**src/hw/rtl/npwr_pkg.sv**
```systemverilog
// Package for the nearest point window replay block.
// Holds widths, mode codes, config indexes and the sequencer state type.
package npwr_pkg;
    localparam int TableDepthDef = 1024;
    localparam int MaxWindowDef  = 64;
    localparam int WinW          = 7;
    localparam int StepW         = 20;

    typedef enum logic [1:0] {
        MODE_CLEAR  = 2'd0,
        MODE_APPEND = 2'd1,
        MODE_QUERY  = 2'd2,
        MODE_NONE   = 2'd3
    } t_mode;

    localparam logic CFG_WIN  = 1'b0;
    localparam logic CFG_STEP = 1'b1;

    typedef enum logic [2:0] {
        ST_IDLE,
        ST_SCAN,
        ST_SCAN_TAIL,
        ST_FETCH,
        ST_EMIT,
        ST_ERR
    } t_state;

    // one stored point, 320 bits
    typedef struct packed {
        logic [31:0] x;
        logic [31:0] y;
        logic [31:0] z;
        logic [31:0] speed;
        logic [31:0] accel;
        logic [31:0] arc;
        logic [31:0] curv;
        logic [31:0] curv_rate;
        logic [31:0] time_v;
        logic [31:0] heading;
    } t_point;
endpackage

```
**src/hw/rtl/npwr_dist.sv**
```systemverilog
// Registered squared planar distance, two register stages.
// Depends on npwr_pkg for nothing beyond house convention.
module npwr_dist import npwr_pkg::*; (
    input  logic        i_clk,
    input  logic [31:0] i_px,
    input  logic [31:0] i_py,
    input  logic [31:0] i_qx,
    input  logic [31:0] i_qy,
    output logic [64:0] o_d2
);
    logic [32:0] r_ax;
    logic [32:0] r_ay;
    logic [63:0] r_sx;
    logic [63:0] r_sy;
    logic signed [32:0] dx;
    logic signed [32:0] dy;

    assign dx = $signed({i_px[31], i_px}) - $signed({i_qx[31], i_qx});
    assign dy = $signed({i_py[31], i_py}) - $signed({i_qy[31], i_qy});

    // absolute differences, then squares, then sum
    always_ff @(posedge i_clk) begin
        r_ax <= dx[32] ? 33'(-dx) : 33'(dx);
        r_ay <= dy[32] ? 33'(-dy) : 33'(dy);
        r_sx <= 64'(r_ax * r_ax);
        r_sy <= 64'(r_ay * r_ay);
    end

    assign o_d2 = {1'b0, r_sx} + {1'b0, r_sy};
endmodule

```
**config.mk**
```make
export PLATFORM = sky130hd
export DESIGN_NAME = npwr_dist
export DESIGN_NICKNAME = d
export VERILOG_FILES = /design/src/hw/rtl/npwr_pkg.sv /design/src/hw/rtl/npwr_dist.sv
export SDC_FILE = /design/constraint.sdc
export NUM_CORES = 2
export LEC_CHECK = 0
export BUFFER_PORTS_ARGS = -buffer_cell sky130_fd_sc_hd__buf_2
export CORE_MARGIN = 8
export CORE_UTILIZATION = 65
export CTS_BUF_LIST = sky130_fd_sc_hd__clkbuf_4 sky130_fd_sc_hd__clkbuf_8
export CTS_CLUSTER_DIAMETER = 60
export DETAILED_ROUTE_END_ITERATION = 8
export PLACE_DENSITY = 0.81
export RECOVER_POWER = 50
export SETUP_SLACK_MARGIN = 0.05
export SLEW_MARGIN = 0
export SYNTH_ARGS = -nofsm -noshare
export SYNTH_HDL_FRONTEND = slang
export SYNTH_SLANG_ARGS = --single-unit
```
**constraint.sdc**
```tcl
create_clock -name i_clk -period 9.3 [get_ports i_clk]
set_input_delay 1.86 -clock i_clk [delete_from_list [all_inputs] [get_ports i_clk]]
set_output_delay 1.86 -clock i_clk [all_outputs]
set_load 0.05 [all_outputs]
```
==> summary.md <==
| Metric | Value |
|---|---|
| Row cnt | approximately 120 |
| Die area | around 0.12 mm2 |
| Most common cell in the netlist | inv_1 |
| Sequential element share of the synthesized area | 5.25% |
| Tightest Pin Transition | 1310 ps |
| Chip Width | 352 um |
| Critical R2R Capture | r_sy[61]$_DFF_P_ |
| Post-Synth XOR/XNOR Area | 3.79% |
| Fmax | about 110 MHz |
| Hold WS | ~650 ps |
| Setup violations, final | 0 |
| Mux share of post-synthesis cell area | 0.115% |
| Syn_nets | 10,600 |
| YS warnings | 0 |
| Cell variety after synth | 86 |
| Skew-Pair Late Insertion Delay | ~600 ps |
| Initial antenna violation count | 7 |
| Clock Sinks | 192 |
| Total setup buffers inserted after CTS | 0 |
| Post-Synth Adder-Cell Area | roughly 60% |
| Cell taking the most area after synthesis | fa_1 |
| GRT Overall Usage | around 31% |
| Hpwl dp | about 160,000 um |
| Synth cell count leaders | inv_1, fa_1, nand2_1, ha_1, and2_1 |
| R2R cell count | 27 |
| Fin nets | 10,700 |
| Initial Util | between 60% and 70% |
| RSZ-0062 raised after global routing | false |
| Critical path arrival | approximately 9300 ps |
| Tcrit/Tclk final | 95.0% |
| Critical path class | register to register |
| Worst Setup SP | r_ay[5]$_DFF_P_ |
| First-iteration detailed-routing DRC count | ~4,500 |
| Wire per inst | just under 20 um |
| Final slew viol count | 0 |
| # IOs | roughly 190 |
| Worst Path Required | approximately 10000 ps |
| Post-Synth Simple-Gate Area | about 11% |
| Htree depth | 4 |
| Synth top area cells | fa_1, inv_1, ha_1 |
| Critical Path End | r_sy[61]$_DFF_P_ |
| Inst Count DP | 9,660 |
| Fraction of layout instances using a drive strength above 1 | between 4 and 5% |
| Clk pin slew, worst setup/hold paths | ~130 ps |
| Critical path fanouts, max | 24 |
| Detail Route Antenna Nets | 0 |
| Synth Area in Compound Gates | between 7 and 8% |
| Final Hold Viols | 0 |
| Finished Layout Cells | slightly below 10,000 |
| First-pass GRT wire length | 304,000 um |
| Cell Area, Synth | 0.0732 mm2 |
| Vias after detailed routing | roughly 54,000 |
| # fillers | approximately 8,900 |
| CTS tree | built |
| Count of flip-flops with a built-in enable after synthesis | 0 |
| Num CTS Buffers | 17 |
| Largest net degree at the start of global routing | 33 |
| Setup_tns | 0 ps |
| Core footprint | 0.112 mm2 |
| Outcome | completed |
| Predominant post-synthesis flop cell | dfxtp_1 |
| Max-Cap Viols | 0 |
| Area share of the largest cell type after synthesis | a little under half |
| Skew final | 35.7 ps |
| Syn_area_per_cell | 9.00 um2 |
| Total grt overflow | 0 |
| Chip Height | between 300 and 400 um |
| CTS root buf | clkbuf_8 |
| Startpoint class of the critical path | register |
| Clock buffer depth | 2 |
| RePlAce Congestion | 0.984 |
| IO buf count | between 150 and 200 |
| Synth Instances | a little over 8,000 |
| Final min period | between 8000 and 9000 ps |
| Remaining DRCs | 0 |
| Router iterations before antenna repair | 8 |
| P&R area growth vs syn | 4.10% |
| Vias per inst | between 5 and 6 |
| Seq cells post-synth | about 190 |
| R2r setup slk | ~470 ps |
| Main combinational cell family by area after synthesis | adder cells |
| Ys async rst share | 0% |
| Total length of routed wires | roughly 190,000 um |
| Number of global-route vias before repair | between 50,000 and 60,000 |
| Slew headroom | around 12% |
| Reg-to-reg critical path startpoint | r_ay[5]$_DFF_P_ |
| Nature of the critical path endpoint | register |
| HP Class | register to register |
[cell type report]
type	instances	area (um2)	area share, %
inverters	2397	9000	11.8
multi-input cells	5263	59200	77.8
well taps	1500	1880	2.46
clock inverters	14	154	0.202
clock buffers	18	241	0.317
flip-flops and latches	192	3850	5.05
diodes	4	10.0	0.0131
repair buffers	308	1820	2.39
[per-stage QoR]
step                      setup WS [ps]  utilization, %  area [um2]
after CTS                           365            68.1       76300
after detailed placement            425            67.7       75900
after floorplan                    1400               -       73200
final                               466            68.0       76200
after global placement              621            67.7       75900
after global routing               67.2            68.0       76200
[critical path, cell delays in order, from the launching register on]
cell,delay [ps]
dfxtp_1,1050
nand2_1,190
fa_1,570
fa_1,510
inv_1,50
fa_1,480
inv_1,60
fa_1,530
inv_1,50
fa_1,480
fa_1,460
fa_1,520
inv_1,50
fa_1,470
inv_1,40
ha_1,390
nand4_1,180
or2_2,360
a21oi_1,170
o22a_1,170
a211oi_1,50
buf_4,200
o31a_1,330
o211a_1,310
o31ai_1,510
and2_1,250
a221oi_1,110
xnor2_1,140
[flip-flops by register name, summed over array words and instances (netlist names)]
name  cells
r_sx     63
r_sy     63
r_ay     33
r_ax     33
[logic make-up after synthesis]
family / after synthesis
compound gates: 851
simple gates: 1711
buf+inv: 2676
flops: 192
mux: 8
xor+xnor: 317
fa+ha+maj: 2376
[how the worst min path moves through the flow]
stage,start,to,cells past startpoint
4_1_cts,r_ay[0]$_DFF_P_,r_sy[0]$_DFF_P_,0
3_3_place_gp,r_ay[0]$_DFF_P_,r_sy[0]$_DFF_P_,0
3_5_place_dp,r_ay[0]$_DFF_P_,r_sy[0]$_DFF_P_,0
5_1_grt,r_ay[0]$_DFF_P_,r_sy[0]$_DFF_P_,0
6_report,r_ay[0]$_DFF_P_,r_sy[0]$_DFF_P_,0
2_1_floorplan,r_ax[0]$_DFF_P_,r_sx[0]$_DFF_P_,0
[metal layers]
metal	part of all wire (%)	wire, um	global-route usage (%)
met1	38	70000	39.9
met2	48	89500	52.0
met4	4.6	8650	12.8
met5	0.0064	12	0
met3	9.8	18200	6.64
[placed cells by master, fill, tap and decap left out, types with 27 or more instances in the layout]
| master | netlist | final |
|---|---|---|
| inv_1 | 2391 | 2391 |
| fa_1 | 1723 | 1723 |
| nand2_1 | 725 | 725 |
| ha_1 | 653 | 653 |
| and2_1 | 422 | 417 |
| a21oi_1 | 274 | 274 |
| nor2_1 | 256 | 256 |
| xnor2_1 | 202 | 202 |
| dfxtp_1 | 192 | 190 |
| buf_2 | 6 | 152 |
| o21ai_0 | 145 | 148 |
| a21o_1 | 138 | 138 |
| xor2_1 | 115 | 115 |
| buf_4 | 0 | 110 |
| nand3_1 | 51 | 51 |
| nand4_1 | 47 | 47 |
| nor2b_1 | 46 | 46 |
| clkbuf_1 | 271 | 42 |
| o21a_1 | 37 | 37 |
| o21bai_1 | 36 | 36 |
| a31oi_1 | 37 | 36 |
| nor3_1 | 35 | 35 |
| and3_1 | 27 | 27 |
[repair_timing]
item	in CTS	in global routing
hold buffers	0	0
endpoints found under the setup margin	0	6
gates resized for setup	0	2
Power is left out: the tool's default activity adds up to more than one toggle a clock period on the data nets, which glitch-free logic cannot reach.
